File: src/hdl/nfc_pkg.sv
package nfc_pkg;

    localparam int RANGE_W   = 16;
    localparam int ANGLE_W   = 16;
    localparam int STEP_W    = 14;
    localparam int GAIN_W    = 16;
    localparam int OUT_W     = 21;
    localparam int CFG_IDX_W = 3;
    localparam int CFG_DAT_W = 16;

    // CORDIC datapath: Q16 millimetres, angle in rad * 2^20.
    localparam int CORDIC_W   = 36;
    localparam int ZW         = 24;
    localparam int ATAN_W     = 20;
    localparam int ATAN_IDX_W = 5;
    localparam int PROD_W     = CORDIC_W + GAIN_W + 1;

    localparam logic [RANGE_W-1:0]        GAIN_Q16    = 16'd39796;
    localparam logic signed [ANGLE_W:0]   PI_Q13      = 17'sd25736;
    localparam logic signed [ANGLE_W:0]   HALF_PI_Q13 = 17'sd12868;
    localparam logic signed [ANGLE_W-1:0] START_RESET = -16'sd25736;

    typedef enum logic [CFG_IDX_W-1:0] {
        REG_START_ANGLE  = 3'd0,
        REG_ANGLE_STEP   = 3'd1,
        REG_REJECT_BELOW = 3'd2,
        REG_MIN_FOLLOW   = 3'd3,
        REG_MAX_FOLLOW   = 3'd4,
        REG_LINEAR_GAIN  = 3'd5,
        REG_TURN_GAIN    = 3'd6
    } cfg_reg_t;

    typedef struct packed {
        logic signed [ANGLE_W-1:0] start_angle;
        logic [STEP_W-1:0]         angle_step;
        logic [RANGE_W-1:0]        reject_below;
        logic [RANGE_W-1:0]        min_follow;
        logic [RANGE_W-1:0]        max_follow;
        logic [GAIN_W-1:0]         linear_gain;
        logic [GAIN_W-1:0]         turn_gain;
    } cfg_t;

    // One finished scan handed from the tracker to the command unit.
    typedef struct packed {
        logic [RANGE_W-1:0]        dist_mm;
        logic signed [ANGLE_W-1:0] angle;
        logic                      found;
    } job_t;

    typedef enum logic [2:0] {
        B_IDLE,
        B_ROT,
        B_FIX,
        B_MUL_LIN,
        B_MUL_TURN,
        B_RES
    } back_state_t;

    function automatic logic [ATAN_W-1:0] atan_q20(input logic [ATAN_IDX_W-1:0] idx);
        logic [ATAN_W-1:0] v;
        unique case (idx)
            5'd0:    v = 20'd823550;
            5'd1:    v = 20'd486170;
            5'd2:    v = 20'd256879;
            5'd3:    v = 20'd130396;
            5'd4:    v = 20'd65451;
            5'd5:    v = 20'd32757;
            5'd6:    v = 20'd16383;
            5'd7:    v = 20'd8192;
            5'd8:    v = 20'd4096;
            5'd9:    v = 20'd2048;
            5'd10:   v = 20'd1024;
            5'd11:   v = 20'd512;
            5'd12:   v = 20'd256;
            5'd13:   v = 20'd128;
            5'd14:   v = 20'd64;
            5'd15:   v = 20'd32;
            5'd16:   v = 20'd16;
            5'd17:   v = 20'd8;
            5'd18:   v = 20'd4;
            5'd19:   v = 20'd2;
            5'd20:   v = 20'd1;
            default: v = 20'd0;
        endcase
        return v;
    endfunction

endpackage

File: src/hdl/nfc_if.sv
interface nfc_sample_if
    import nfc_pkg::*;
();
    logic               valid;
    logic               ready;
    logic [RANGE_W-1:0] range_mm;
    logic               is_last;

    modport source (output valid, output range_mm, output is_last, input ready);
    modport sink (input valid, input range_mm, input is_last, output ready);
endinterface

interface nfc_cmd_if
    import nfc_pkg::*;
();
    logic                    valid;
    logic                    ready;
    logic signed [OUT_W-1:0] linear_speed;
    logic signed [OUT_W-1:0] turn_rate;

    modport source (output valid, output linear_speed, output turn_rate, input ready);
    modport sink (input valid, input linear_speed, input turn_rate, output ready);
endinterface

File: src/hdl/nfc_front.sv
module nfc_front
    import nfc_pkg::*;
(
    input  logic                      clk,
    input  logic                      rst_n,
    input  cfg_t                      cfg,
    input  logic                      load_start,
    input  logic signed [ANGLE_W-1:0] load_angle,
    nfc_sample_if.sink                sample,
    input  logic                      job_full,
    output logic                      job_push,
    output job_t                      job_data
);

    logic signed [ANGLE_W-1:0] beam_angle_reg;
    logic [RANGE_W-1:0]        near_range_reg;
    logic signed [ANGLE_W-1:0] near_angle_reg;
    logic                      found_reg;

    logic                      accept;
    logic                      take;
    logic signed [ANGLE_W+1:0] beam_sum;
    logic signed [ANGLE_W-1:0] beam_next;

    assign sample.ready = !job_full;
    assign accept       = sample.valid && sample.ready;

    assign take = (sample.range_mm >= cfg.reject_below)
                  && (!found_reg || (sample.range_mm < near_range_reg));

    // The beam angle saturates at the top of its range instead of wrapping.
    assign beam_sum  = (ANGLE_W+2)'(beam_angle_reg) + signed'((ANGLE_W+2)'(cfg.angle_step));
    assign beam_next = (beam_sum > (ANGLE_W+2)'(32767)) ? 16'sd32767 : beam_sum[ANGLE_W-1:0];

    // The closing sample takes part in the search before the scan is handed over.
    assign job_push         = accept && sample.is_last;
    assign job_data.dist_mm = take ? sample.range_mm : near_range_reg;
    assign job_data.angle   = take ? beam_angle_reg : near_angle_reg;
    assign job_data.found   = found_reg || take;

    always_ff @(posedge clk or negedge rst_n)
    begin
        if (!rst_n)
        begin
            beam_angle_reg <= START_RESET;
            near_range_reg <= '0;
            near_angle_reg <= '0;
            found_reg      <= 1'b0;
        end
        else
        begin
            priority if (load_start)
            begin
                beam_angle_reg <= load_angle;
            end
            else if (accept && sample.is_last)
            begin
                beam_angle_reg <= cfg.start_angle;
                near_range_reg <= '0;
                near_angle_reg <= '0;
                found_reg      <= 1'b0;
            end
            else if (accept)
            begin
                beam_angle_reg <= beam_next;
                if (take)
                begin
                    near_range_reg <= sample.range_mm;
                    near_angle_reg <= beam_angle_reg;
                    found_reg      <= 1'b1;
                end
            end
            else
            begin
                beam_angle_reg <= beam_angle_reg;
            end
        end
    end

endmodule

File: src/hdl/nfc_queue.sv
module nfc_queue
    import nfc_pkg::*;
(
    input  logic clk,
    input  logic rst_n,
    input  logic push,
    input  job_t push_data,
    output logic full,
    input  logic pop,
    output logic valid,
    output job_t data
);

    job_t       mem [2];
    logic       wr_ptr_reg;
    logic       rd_ptr_reg;
    logic [1:0] count_reg;

    assign full  = (count_reg == 2'd2);
    assign valid = (count_reg != 2'd0);
    assign data  = mem[rd_ptr_reg];

    always_ff @(posedge clk)
    begin
        if (push)
        begin
            mem[wr_ptr_reg] <= push_data;
        end
    end

    always_ff @(posedge clk or negedge rst_n)
    begin
        if (!rst_n)
        begin
            wr_ptr_reg <= 1'b0;
            rd_ptr_reg <= 1'b0;
            count_reg  <= 2'd0;
        end
        else
        begin
            if (push)
            begin
                wr_ptr_reg <= !wr_ptr_reg;
            end
            if (pop)
            begin
                rd_ptr_reg <= !rd_ptr_reg;
            end
            unique case ({push, pop})
                2'b10:   count_reg <= count_reg + 2'd1;
                2'b01:   count_reg <= count_reg - 2'd1;
                default: count_reg <= count_reg;
            endcase
        end
    end

endmodule

File: src/hdl/nfc_back.sv
module nfc_back
    import nfc_pkg::*;
#(
    parameter int CORDIC_STEPS = 16
)
(
    input  logic        clk,
    input  logic        rst_n,
    input  cfg_t        cfg,
    input  logic        job_valid,
    input  job_t        job,
    output logic        job_pop,
    nfc_cmd_if.source   cmd
);

    localparam int CNT_W = $clog2(CORDIC_STEPS);

    back_state_t state_reg, state_next;

    logic [CNT_W-1:0]           cnt_reg;
    logic signed [CORDIC_W-1:0] x_reg;
    logic signed [CORDIC_W-1:0] y_reg;
    logic signed [ZW-1:0]       z_reg;
    logic                       flip_reg;
    logic                       found_reg;
    logic signed [CORDIC_W-1:0] xf_reg;
    logic signed [CORDIC_W-1:0] nyf_reg;
    logic                       drive_reg;
    logic signed [PROD_W-1:0]   prod_reg;
    logic signed [OUT_W-1:0]    lin_reg;
    logic                       out_valid_reg;
    logic signed [OUT_W-1:0]    out_lin_reg;
    logic signed [OUT_W-1:0]    out_turn_reg;

    logic                       slot_free;
    logic                       res_load;
    logic signed [ANGLE_W:0]    a_ext;
    logic signed [ANGLE_W:0]    a_red;
    logic                       a_flip;
    logic [2*RANGE_W-1:0]       x_init;
    logic signed [CORDIC_W-1:0] x_sh;
    logic signed [CORDIC_W-1:0] y_sh;
    logic signed [ZW-1:0]       at;
    logic signed [CORDIC_W-1:0] xf_c;
    logic signed [CORDIC_W-1:0] nyf_c;
    logic signed [CORDIC_W-1:0] min_q16;
    logic signed [CORDIC_W-1:0] max_q16;
    logic signed [CORDIC_W-1:0] mul_a;
    logic signed [GAIN_W:0]     mul_b;
    logic signed [PROD_W-1:0]   prod_c;
    logic signed [OUT_W-1:0]    rounded;

    function automatic logic signed [OUT_W-1:0] round_sat(input logic signed [PROD_W-1:0] p);
        logic signed [PROD_W-1:0]    s;
        logic signed [PROD_W-29:0]   q;
        s = p + PROD_W'(1 << 27);
        q = s[PROD_W-1:28];
        if (q > (PROD_W-28)'(1048575))
        begin
            return 21'sd1048575;
        end
        else if (q < -(PROD_W-28)'(1048576))
        begin
            return -21'sd1048576;
        end
        return q[OUT_W-1:0];
    endfunction

    assign slot_free = !out_valid_reg || cmd.ready;

    // Next state.
    always_comb
    begin
        state_next = state_reg;
        unique case (state_reg)
            B_IDLE:     if (job_valid) state_next = B_ROT;
            B_ROT:      if (cnt_reg == CNT_W'(CORDIC_STEPS - 1)) state_next = B_FIX;
            B_FIX:      state_next = B_MUL_LIN;
            B_MUL_LIN:  state_next = B_MUL_TURN;
            B_MUL_TURN: state_next = B_RES;
            B_RES:      if (slot_free) state_next = B_IDLE;
            default:    state_next = B_IDLE;
        endcase
    end

    // State outputs.
    always_comb
    begin
        job_pop  = (state_reg == B_IDLE) && job_valid;
        res_load = (state_reg == B_RES) && slot_free;
    end

    // Angles past a quarter turn are folded back by pi and the result negated.
    assign a_ext  = (ANGLE_W+1)'(job.angle);
    assign a_flip = (a_ext > HALF_PI_Q13) || (a_ext < -HALF_PI_Q13);
    always_comb
    begin
        priority if (a_ext > HALF_PI_Q13)
        begin
            a_red = a_ext - PI_Q13;
        end
        else if (a_ext < -HALF_PI_Q13)
        begin
            a_red = a_ext + PI_Q13;
        end
        else
        begin
            a_red = a_ext;
        end
    end
    assign x_init = (2*RANGE_W)'(job.dist_mm) * (2*RANGE_W)'(GAIN_Q16);

    assign x_sh = x_reg >>> cnt_reg;
    assign y_sh = y_reg >>> cnt_reg;
    assign at   = signed'(ZW'(atan_q20(ATAN_IDX_W'(cnt_reg))));

    assign xf_c    = flip_reg ? x_reg : -x_reg;
    assign nyf_c   = flip_reg ? y_reg : -y_reg;
    assign min_q16 = signed'(CORDIC_W'({cfg.min_follow, 16'h0000}));
    assign max_q16 = signed'(CORDIC_W'({cfg.max_follow, 16'h0000}));

    // One multiplier serves both commands; an idle operand gives a zero result.
    always_comb
    begin
        if (!drive_reg)
        begin
            mul_a = '0;
        end
        else if (state_reg == B_MUL_LIN)
        begin
            mul_a = xf_reg;
        end
        else
        begin
            mul_a = nyf_reg;
        end
        mul_b = (state_reg == B_MUL_LIN) ? signed'({1'b0, cfg.linear_gain})
                                         : signed'({1'b0, cfg.turn_gain});
    end
    assign prod_c  = mul_a * mul_b;
    assign rounded = round_sat(prod_reg);

    always_ff @(posedge clk or negedge rst_n)
    begin
        if (!rst_n)
        begin
            state_reg     <= B_IDLE;
            cnt_reg       <= '0;
            out_valid_reg <= 1'b0;
        end
        else
        begin
            state_reg <= state_next;
            if (job_pop)
            begin
                cnt_reg <= '0;
            end
            else if (state_reg == B_ROT)
            begin
                cnt_reg <= cnt_reg + CNT_W'(1);
            end
            if (res_load)
            begin
                out_valid_reg <= 1'b1;
            end
            else if (cmd.ready)
            begin
                out_valid_reg <= 1'b0;
            end
        end
    end

    always_ff @(posedge clk)
    begin
        unique case (state_reg)
            B_IDLE:
            begin
                if (job_valid)
                begin
                    x_reg     <= signed'(CORDIC_W'(x_init));
                    y_reg     <= '0;
                    z_reg     <= {a_red, 7'b0000000};
                    flip_reg  <= a_flip;
                    found_reg <= job.found;
                end
            end
            B_ROT:
            begin
                if (z_reg >= 0)
                begin
                    x_reg <= x_reg - y_sh;
                    y_reg <= y_reg + x_sh;
                    z_reg <= z_reg - at;
                end
                else
                begin
                    x_reg <= x_reg + y_sh;
                    y_reg <= y_reg - x_sh;
                    z_reg <= z_reg + at;
                end
            end
            B_FIX:
            begin
                xf_reg    <= xf_c;
                nyf_reg   <= nyf_c;
                drive_reg <= found_reg && (xf_c > min_q16) && (xf_c < max_q16);
            end
            B_MUL_LIN:
            begin
                prod_reg <= prod_c;
            end
            B_MUL_TURN:
            begin
                lin_reg  <= rounded;
                prod_reg <= prod_c;
            end
            B_RES:
            begin
                if (slot_free)
                begin
                    out_lin_reg  <= lin_reg;
                    out_turn_reg <= rounded;
                end
            end
            default:
            begin
                x_reg <= x_reg;
            end
        endcase
    end

    assign cmd.valid        = out_valid_reg;
    assign cmd.linear_speed = out_lin_reg;
    assign cmd.turn_rate    = out_turn_reg;

`ifndef SYNTHESIS
    assert property (@(posedge clk) disable iff (!rst_n)
        (state_reg == B_ROT) |-> (cnt_reg <= CNT_W'(CORDIC_STEPS - 1)))
        else $error("CORDIC step counter ran past the last step");

    assert property (@(posedge clk) disable iff (!rst_n)
        (state_reg == B_IDLE && job_valid) |=> (state_reg == B_ROT && cnt_reg == '0))
        else $error("Dequeued scan did not start the rotation at step zero");

    assert property (@(posedge clk) disable iff (!rst_n)
        $rose(out_valid_reg) |-> $past(state_reg == B_RES))
        else $error("Command appeared without passing the result state");

    assert property (@(posedge clk) disable iff (!rst_n)
        (state_reg == B_RES && !drive_reg) |-> (lin_reg == '0 && prod_reg == '0))
        else $error("Command outside the follow window is not zero");
`endif

endmodule

File: src/hdl/nearest_target_follow_command.sv
// Nearest-target follow command.
// The sample channel takes one range reading per beam (range_mm, is_last);
// a transfer happens when valid and ready are both high. The tracker keeps
// the nearest reading at or above reject_below and its beam angle, one
// sample per cycle while the queue has room. The sample marked is_last
// closes the scan: the scan is queued for the command unit and the tracker
// restarts at start_angle. The command unit rotates the nearest range
// through an iterative CORDIC, one step per cycle, then tests the follow
// window and scales x and y with one shared multiplier; the command is then
// registered onto the cmd channel. A new scan is taken only back in idle,
// so the CORDIC loop bounds the scan rate. The scan queue holds two closed
// scans; samples keep flowing while it has room, so a stalled cmd receiver
// only stops the sample channel once the queue holds two scans, with a
// third one held in the command unit behind the output register.
// Configuration writes go through cfg_we/cfg_index/cfg_data and belong
// between scans; writing start_angle also restarts the beam angle.
// Reset loads the register defaults and empties the tracker and queue.
module nearest_target_follow_command
    import nfc_pkg::*;
#(
    parameter int CORDIC_STEPS = 16
)
(
    input  logic                 clk,
    input  logic                 rst_n,
    input  logic                 cfg_we,
    input  logic [CFG_IDX_W-1:0] cfg_index,
    input  logic [CFG_DAT_W-1:0] cfg_data,
    nfc_sample_if.sink           sample,
    nfc_cmd_if.source            cmd
);

    cfg_t cfg_reg;
    logic load_start;
    logic job_full;
    logic job_push;
    job_t job_in;
    logic job_valid;
    logic job_pop;
    job_t job_out;

    assign load_start = cfg_we && (cfg_index == REG_START_ANGLE);

    always_ff @(posedge clk or negedge rst_n)
    begin
        if (!rst_n)
        begin
            cfg_reg.start_angle  <= START_RESET;
            cfg_reg.angle_step   <= 14'd36;
            cfg_reg.reject_below <= 16'd250;
            cfg_reg.min_follow   <= 16'd500;
            cfg_reg.max_follow   <= 16'd2000;
            cfg_reg.linear_gain  <= 16'd1229;
            cfg_reg.turn_gain    <= 16'd11059;
        end
        else if (cfg_we)
        begin
            unique case (cfg_index)
                REG_START_ANGLE:  cfg_reg.start_angle  <= signed'(cfg_data);
                REG_ANGLE_STEP:   cfg_reg.angle_step   <= cfg_data[STEP_W-1:0];
                REG_REJECT_BELOW: cfg_reg.reject_below <= cfg_data;
                REG_MIN_FOLLOW:   cfg_reg.min_follow   <= cfg_data;
                REG_MAX_FOLLOW:   cfg_reg.max_follow   <= cfg_data;
                REG_LINEAR_GAIN:  cfg_reg.linear_gain  <= cfg_data;
                REG_TURN_GAIN:    cfg_reg.turn_gain    <= cfg_data;
                default:          cfg_reg <= cfg_reg;
            endcase
        end
    end

    nfc_front u_front (
        .clk        (clk),
        .rst_n      (rst_n),
        .cfg        (cfg_reg),
        .load_start (load_start),
        .load_angle (signed'(cfg_data)),
        .sample     (sample),
        .job_full   (job_full),
        .job_push   (job_push),
        .job_data   (job_in)
    );

    nfc_queue u_queue (
        .clk       (clk),
        .rst_n     (rst_n),
        .push      (job_push),
        .push_data (job_in),
        .full      (job_full),
        .pop       (job_pop),
        .valid     (job_valid),
        .data      (job_out)
    );

    nfc_back #(
        .CORDIC_STEPS (CORDIC_STEPS)
    ) u_back (
        .clk       (clk),
        .rst_n     (rst_n),
        .cfg       (cfg_reg),
        .job_valid (job_valid),
        .job       (job_out),
        .job_pop   (job_pop),
        .cmd       (cmd)
    );

endmodule

File: src/flat_wrapper.sv
// flat-port wrapper written by rule: the top's interface ports become plain ports
module nearest_target_follow_command_flat import nfc_pkg::*;
#(
    parameter int CORDIC_STEPS = 16
)
  (clk, rst_n, cfg_we, cfg_index, cfg_data, sample_valid, sample_range_mm, sample_is_last, sample_ready, cmd_valid, cmd_linear_speed, cmd_turn_rate, cmd_ready);
  nfc_sample_if sample_i ();
  nfc_cmd_if cmd_i ();
  input  logic clk;
  input  logic rst_n;
  input  logic cfg_we;
  input  logic [CFG_IDX_W-1:0] cfg_index;
  input  logic [CFG_DAT_W-1:0] cfg_data;
  input wire logic [$bits(sample_i.valid)-1:0] sample_valid;
  input wire logic [$bits(sample_i.range_mm)-1:0] sample_range_mm;
  input wire logic [$bits(sample_i.is_last)-1:0] sample_is_last;
  output wire logic [$bits(sample_i.ready)-1:0] sample_ready;
  output wire logic [$bits(cmd_i.valid)-1:0] cmd_valid;
  output wire logic [$bits(cmd_i.linear_speed)-1:0] cmd_linear_speed;
  output wire logic [$bits(cmd_i.turn_rate)-1:0] cmd_turn_rate;
  input wire logic [$bits(cmd_i.ready)-1:0] cmd_ready;
  assign sample_i.valid = sample_valid;
  assign sample_i.range_mm = sample_range_mm;
  assign sample_i.is_last = sample_is_last;
  assign sample_ready = sample_i.ready;
  assign cmd_valid = cmd_i.valid;
  assign cmd_linear_speed = cmd_i.linear_speed;
  assign cmd_turn_rate = cmd_i.turn_rate;
  assign cmd_i.ready = cmd_ready;
  nearest_target_follow_command #(.CORDIC_STEPS(CORDIC_STEPS)) u_core (.clk(clk), .rst_n(rst_n), .cfg_we(cfg_we), .cfg_index(cfg_index), .cfg_data(cfg_data), .sample(sample_i), .cmd(cmd_i));
endmodule
File: config.mk
export PLATFORM = sky130hd
export DESIGN_NAME = nearest_target_follow_command_flat
export DESIGN_NICKNAME = d
export VERILOG_FILES = /design/src/hdl/nfc_pkg.sv /design/src/hdl/nfc_if.sv /design/src/hdl/nfc_front.sv /design/src/hdl/nfc_queue.sv /design/src/hdl/nfc_back.sv /design/src/hdl/nearest_target_follow_command.sv /design/src/flat_wrapper.sv
export SDC_FILE = /design/constraint.sdc
export NUM_CORES = 2
export LEC_CHECK = 0
export BUFFER_PORTS_ARGS = -buffer_cell sky130_fd_sc_hd__clkbuf_2
export CORE_MARGIN = 2
export CORE_UTILIZATION = 39
export CTS_CLUSTER_DIAMETER = 150
export DETAILED_ROUTE_END_ITERATION = 12
export PLACE_DENSITY = 0.64
export SKIP_LAST_GASP = 1
export SYNTH_ARGS = -nofsm -noshare
export SYNTH_HDL_FRONTEND = slang
export SYNTH_SLANG_ARGS = --single-unit
File: constraint.sdc
create_clock -name clk -period 10.05 [get_ports clk]
set_clock_uncertainty 0.2 [all_clocks]
set_input_delay 2.5125 -clock clk [delete_from_list [all_inputs] [get_ports clk]]
set_output_delay 2.5125 -clock clk [all_outputs]
set_load 0.02 [all_outputs]
-- Word level (Yosys, flattened, before mapping)
Memory sizes are Yosys's and may differ from the RTL's.
Index checks and enable logic that the tools add are counted.
- flip-flop bits (word level): 458
- bits in writable memories: 66
- ROM bits: 320
- input bits: 41
- output and inout bits: 44
- word-level logic and storage cells: 165
- memories kept: 2
- memories (memory ; depth ; bits a word ; read ports ; clocked after Yosys merged registers in ; write ports ; RTL line ; text):
    (no name shown) ; 16 ; 20 ; 1 ; 0 ; 0 ; nfc_pkg.sv:61 ; unique case (idx)
    u_core.u_queue.mem ; 2 ; 33 ; 1 ; 0 ; 1 ; nfc_queue.sv:14 ; job_t mem [2];
- add/subtract/negate cells: 15
- $mul: 2
- order comparisons: 10
- eq/ne operators: 18
- shift-type cells: 2
- muxes and demuxes: 45
- bitwise gates (word level): 1
- reductions and logical operators: 41
- operator list (operator ; count):
    $mux W36 ; 8
    $mux W16 ; 11
    $pmux W36 S2 ; 2
    $add A36 B36 Y36 ; 2
    $neg A36 Y36 ; 2
    $sshr A36 B4 Y36 ; 2
    $sub A36 B36 Y36 ; 2
    $mux W21 ; 3
    $add A53 B29 Y53 const B ; 1
    $mul A36 B17 Y53 ; 1
    $mux W24 ; 2
    $pmux W24 S2 ; 1
    $gt A36 B33 Y1 ; 1
    $lt A36 B33 Y1 ; 1
    $mux W17 ; 2
    $mul A16 B14 Y30 const B ; 1
    $gt A25 B21 Y1 const B ; 1
    $lt A25 B21 Y1 const B ; 1
    $add A24 B21 Y24 ; 1
    $ge A24 B1 Y1 const B ; 1
    $sub A24 B21 Y24 ; 1
    $reduce_and A2 Y1 ; 11
    $pmux W3 S6 ; 1
    $add A16 B15 Y17 ; 1
    other kinds (30) ; 74

-- Longest topological paths before layout
- word-level depth: 6
- gate-level depth with buffers: 31
- mapped depth without buffers: 26

-- By module
From an unflattened synthesis, not the netlist that was laid out.
- cell total of the unflattened synthesis: 6096
- area total of the unflattened synthesis: 58352.2 um^2
- modules (own cells, without submodules) (module ; instances ; cells each ; area each (um^2) ; sequential area each (um^2)):
    nfc_back ; 1 ; 5201 ; 47166.5 ; 8007.7
    nearest_target_follow_command ; 1 ; 241 ; 4272.8 ; 2806.4
    nfc_front ; 1 ; 535 ; 4192.8 ; 1237.4
    nfc_queue ; 1 ; 119 ; 2720.1 ; 2082.0

-- Worst setup path after synthesis
No wires, ideal clock.
- path type: reg2reg
- start: register u_core.u_back.state_reg[0]
- end: register u_core.u_back.prod_reg[51], data pin
- arrival time: 7.640 ns
- path slack: 1.952 ns
- stages on the path, launching flop included: 28
- period minus slack after synthesis: 8.098 ns
- cells stage by stage: dfrtp_1 -> clkbuf_1 -> nand3b_1 -> clkbuf_1 -> clkbuf_1 -> buf_1 -> mux2_2 -> nand2_1 -> inv_1 -> fa_1 -> fa_1 -> fa_1 -> fa_1 -> fa_1 -> inv_1 -> fa_1 -> inv_1 -> ha_1 -> clkbuf_1 -> a21o_1 -> a21o_1 -> a21o_1 -> a21o_1 -> a21oi_1 -> o21ai_0 -> or3_1 -> a21oi_1 -> xnor2_1
- longest elaborated chain between the ends: 4
- elaborated cells on any way between the ends: 5
- those cells by class: mul (1); eq/ne (1); mux (3)
- RTL lines (element ; RTL line ; text):
    from (decl) ; nfc_back.sv:18 ; back_state_t state_reg, state_next;
    from (signal assigned) ; nfc_back.sv:153 ; state_reg <= state_next;
    $eq A3 B2 Y1 * ; nfc_back.sv:129, nfc_back.sv:137 ;
    $mux W36 ; nfc_back.sv:129 ; else if (state_reg == B_MUL_LIN)
    $mux W36 ; nfc_back.sv:125 ; if (!drive_reg)
    $mul A36 B17 Y53 * ; nfc_back.sv:140 ; assign prod_c = mul_a * mul_b;
    named net u_core.u_back.prod_c[51] ; nfc_back.sv:50 ; logic signed [PROD_W-1:0] prod_c;
    to (signal assigned) ; nfc_back.sv:210 ; prod_reg <= prod_c;
    to (signal assigned) ; nfc_back.sv:215 ; prod_reg <= prod_c;
    to (decl) ; nfc_back.sv:29 ; logic signed [PROD_W-1:0] prod_reg;
Mark *: on every way through the listed nets, which the timed path passes. The rest lies on a longest branch.
A chain may end at the register's enable or synchronous reset.

-- Final worst setup path
- start: register u_core.u_back.state_reg[0]
- end: register u_core.u_back.prod_reg[49], data pin
Same word-level chain as after synthesis.

==> summary.txt <==
Clock network
  • Post-CTS Setup Inserts: 0
  • Num CTS Buffers: 55
  • Max clock buf depth: 3
  • CTS clk-pin slew, worst paths: 60 ps
  • Hold buffer count at CTS: 0
  • Clock root buffer master: clkbuf_16
  • Clock Sinks: 497
  • Worst-Skew Late Latency: 700 ps
  • H-tree level count: 2
  • CTS tree: done
  • Resize count post-CTS: 0

Synth
  • Sequential element share of the synthesized area: 24.07%
  • Ys Warns: 0
  • Cell accounting for the most synthesized area: fa_1
  • Cell Area, Synth: 58730 µm²
  • Post-synth EDFFs: 326
  • Post-synth ARST share: 34.41%
  • Largest cells by area after synthesis: fa_1 (22%), edfxtp_1 (17%), ha_1 (9.1%)
  • Post-synthesis cell count: 6186
  • Post-synth top cells: inv_1 (879), nand2_1 (677), fa_1 (637)
  • Syn nets: 7290
  • Avg Inst Size Synth: 9.494 µm²
  • #FFs+latches synth: 497
  • Most common cell in the synthesized netlist: inv_1
  • Synth unique cells: 101
  • Top cell type's share of synthesized area: 21.71%
  • Ys flop type: edfxtp_1

Hold path
  • Hold Path Class: flop to flop

Worst setup path
  • CP dominant cell by count: fa_1
  • Endpoint type of the worst setup path: flop
  • Top delay family on crit path: adder cells
  • Critical Path Slowest Stage Cell: nor2b_1
  • Critical path arrival: 9630 ps
  • Max stage delay on crit path: 890 ps
  • Crit Path Max Fanout: 19
  • Worst Path Buf+Inv: 5
  • CP Data Required Time: 10270 ps
  • Startpoint Class: flop
  • WS Path Type: flop to flop

Detailed routing
  • Wl on met1: 68540 µm
  • Antenna-violating nets left: 0
  • Via density: 5.440
  • WL/cell: 19.31 µm
  • Routed wl met3: 10480 µm
  • Remaining DRCs: 0
  • Met2 routed WL: 73470 µm
  • First-pass DRT Iterations: 6
  • Vias after detailed routing: 44480
  • Total wire length: 157900 µm
  • Top Layer Used: met4
  • Initial DRC count: 3914

GRT
  • Total GRT Usage: 20.66%
  • Vias in the first global route: 45130
  • Total gr overflow: 0
  • Initial antenna violation count: 2
  • First-pass GRT wire length: 252000 µm
  • Pin count of the biggest net entering global routing: 88

Die
  • Starting density of the core: 39.26%
  • Chip Height: 392.1 µm
  • Core Area: 149600 µm²
  • Num rows: 142
  • Die width: 392.1 µm
  • Boundary pin count: 85
  • DIE AREA: 153700 µm²

Layout
  • Largest register FFs: 110
  • Util after Layout: 42.29%
  • Area of the multi-input gates: 40150 µm²
  • Ant diodes: 0
  • Register area: 14140 µm²
  • Fillers: 14540
  • Layout cells sized above 1: 9.755%
  • Area Growth Syn to Fin: 7.734%
  • Nets: 7219
  • Final cell count without fillers: 8177

Timing
  • RSZ-0062 raised after global routing: false
  • Hold WS: 216.4 ps
  • Slew Viols, Final: 0
  • Final hold vios: 0
  • Achievable clock frequency: 0.1063 GHz
  • Setup TNS Final: 0 ps
  • Least-Margin Pin Slew: 1198 ps
  • Min Clock Period, post-route: 9412 ps
  • Period utilization: 93.65%
  • Relative slew slack: 19.99%
  • Setup Viol. Count Final: 0

Outcome
  • Status: finished, final reports clean

Job
  • Max-cap viol count: 0

Placed design
  • PortBufs: 84
  • DP HPWL: 121200 µm
  • Placed insts: 8074
  • GPL Wtd Cong: 0.9181
[area by class of cell]
class	instances	area share, %
Clock inverter	25	0.5181
Inverter	883	5.239
Multi-Input combinational cell	4502	63.46
Sequential cell	497	22.36
Timing Repair Buffer	176	1.786
Clock buffer	78	2.658
Tap cell	2016	3.987
[cell families after synthesis]
| group | Yosys count | share of synthesized area (%) |
|---|---|---|
| simple gates | 1729 | 13.55 |
| flops | 497 | 24.07 |
| fa+ha+maj | 1063 | 30.79 |
| compound gates | 1043 | 11.39 |
| xor+xnor | 314 | 4.696 |
| buf+inv | 1187 | 7.810 |
| mux | 353 | 7.700 |
[layer usage]
metal	GRT usage, %	vias up
met2	34.12	1510
met3	2.657	239
li1	-	20610
met4	6.671	0
met5	0	-
met1	28.08	22120
[cell usage in the layout (no fill, tap or decap), types with 83 or more instances in the layout]
cell type / count
a21oi_1: 269
buf_4: 91
clkbuf_2: 83
dfrtp_1: 114
edfxtp_1: 326
fa_1: 637
ha_1: 426
inv_1: 879
mux2_2: 155
mux2i_1: 130
nand2_1: 677
nand2b_1: 101
nand3_1: 106
nor2_1: 447
o21ai_0: 269
xnor2_1: 159
xor2_1: 154
[path summary, 6_finish.rpt]
kind / start / to / slack [ps] / cells after the start
worst max-delay path: u_core.u_back.state_reg[0] / u_core.u_back.prod_reg[49] / 640 / 25
worst min-delay path: u_core.u_back.lin_reg[8] / u_core.u_back.cmd.linear_speed[8] / 220 / 0
worst max register to register: u_core.u_back.state_reg[0] / u_core.u_back.prod_reg[49] / 640 / 25
worst min register to register: u_core.u_back.lin_reg[8] / u_core.u_back.cmd.linear_speed[8] / 220 / 0
max in group asynchronous: rst_n / u_core.u_back.cnt_reg[1] / 6270 / 2
min in group asynchronous: rst_n / u_core.u_front.near_range_reg[8] / 1630 / 1
[worst register-to-register path, stage by stage, from the launching register on]
cell and delay, ps:
dfrtp_1 500, nand3b_1 610, buf_12 410, mux2i_1 160, nor2b_1 890, nand2_1 200
fa_1 590, inv_1 60, fa_1 460, fa_1 520, fa_1 510, fa_1 550
inv_1 60, fa_1 530, inv_1 40, ha_1 330, a211oi_1 360, o211ai_1 140
a211oi_1 450, and2_1 370, a2111oi_1 140, buf_4 200, o21ai_0 340, o21ai_0 200
a31oi_1 240, xnor2_1 90
[stage by stage]
step | cell area (µm²) | worst slack (ps)
after global routing | 63270 | 170.5
after floorplan | 58730 | 1952
final | 63270 | 638.4
after global placement | 61260 | 748.1
after CTS | 63270 | 660.3
after detailed placement | 61260 | 570.3
Power is left out: the tool's default activity adds up to more than one toggle a clock period on the data nets, which glitch-free logic cannot reach.
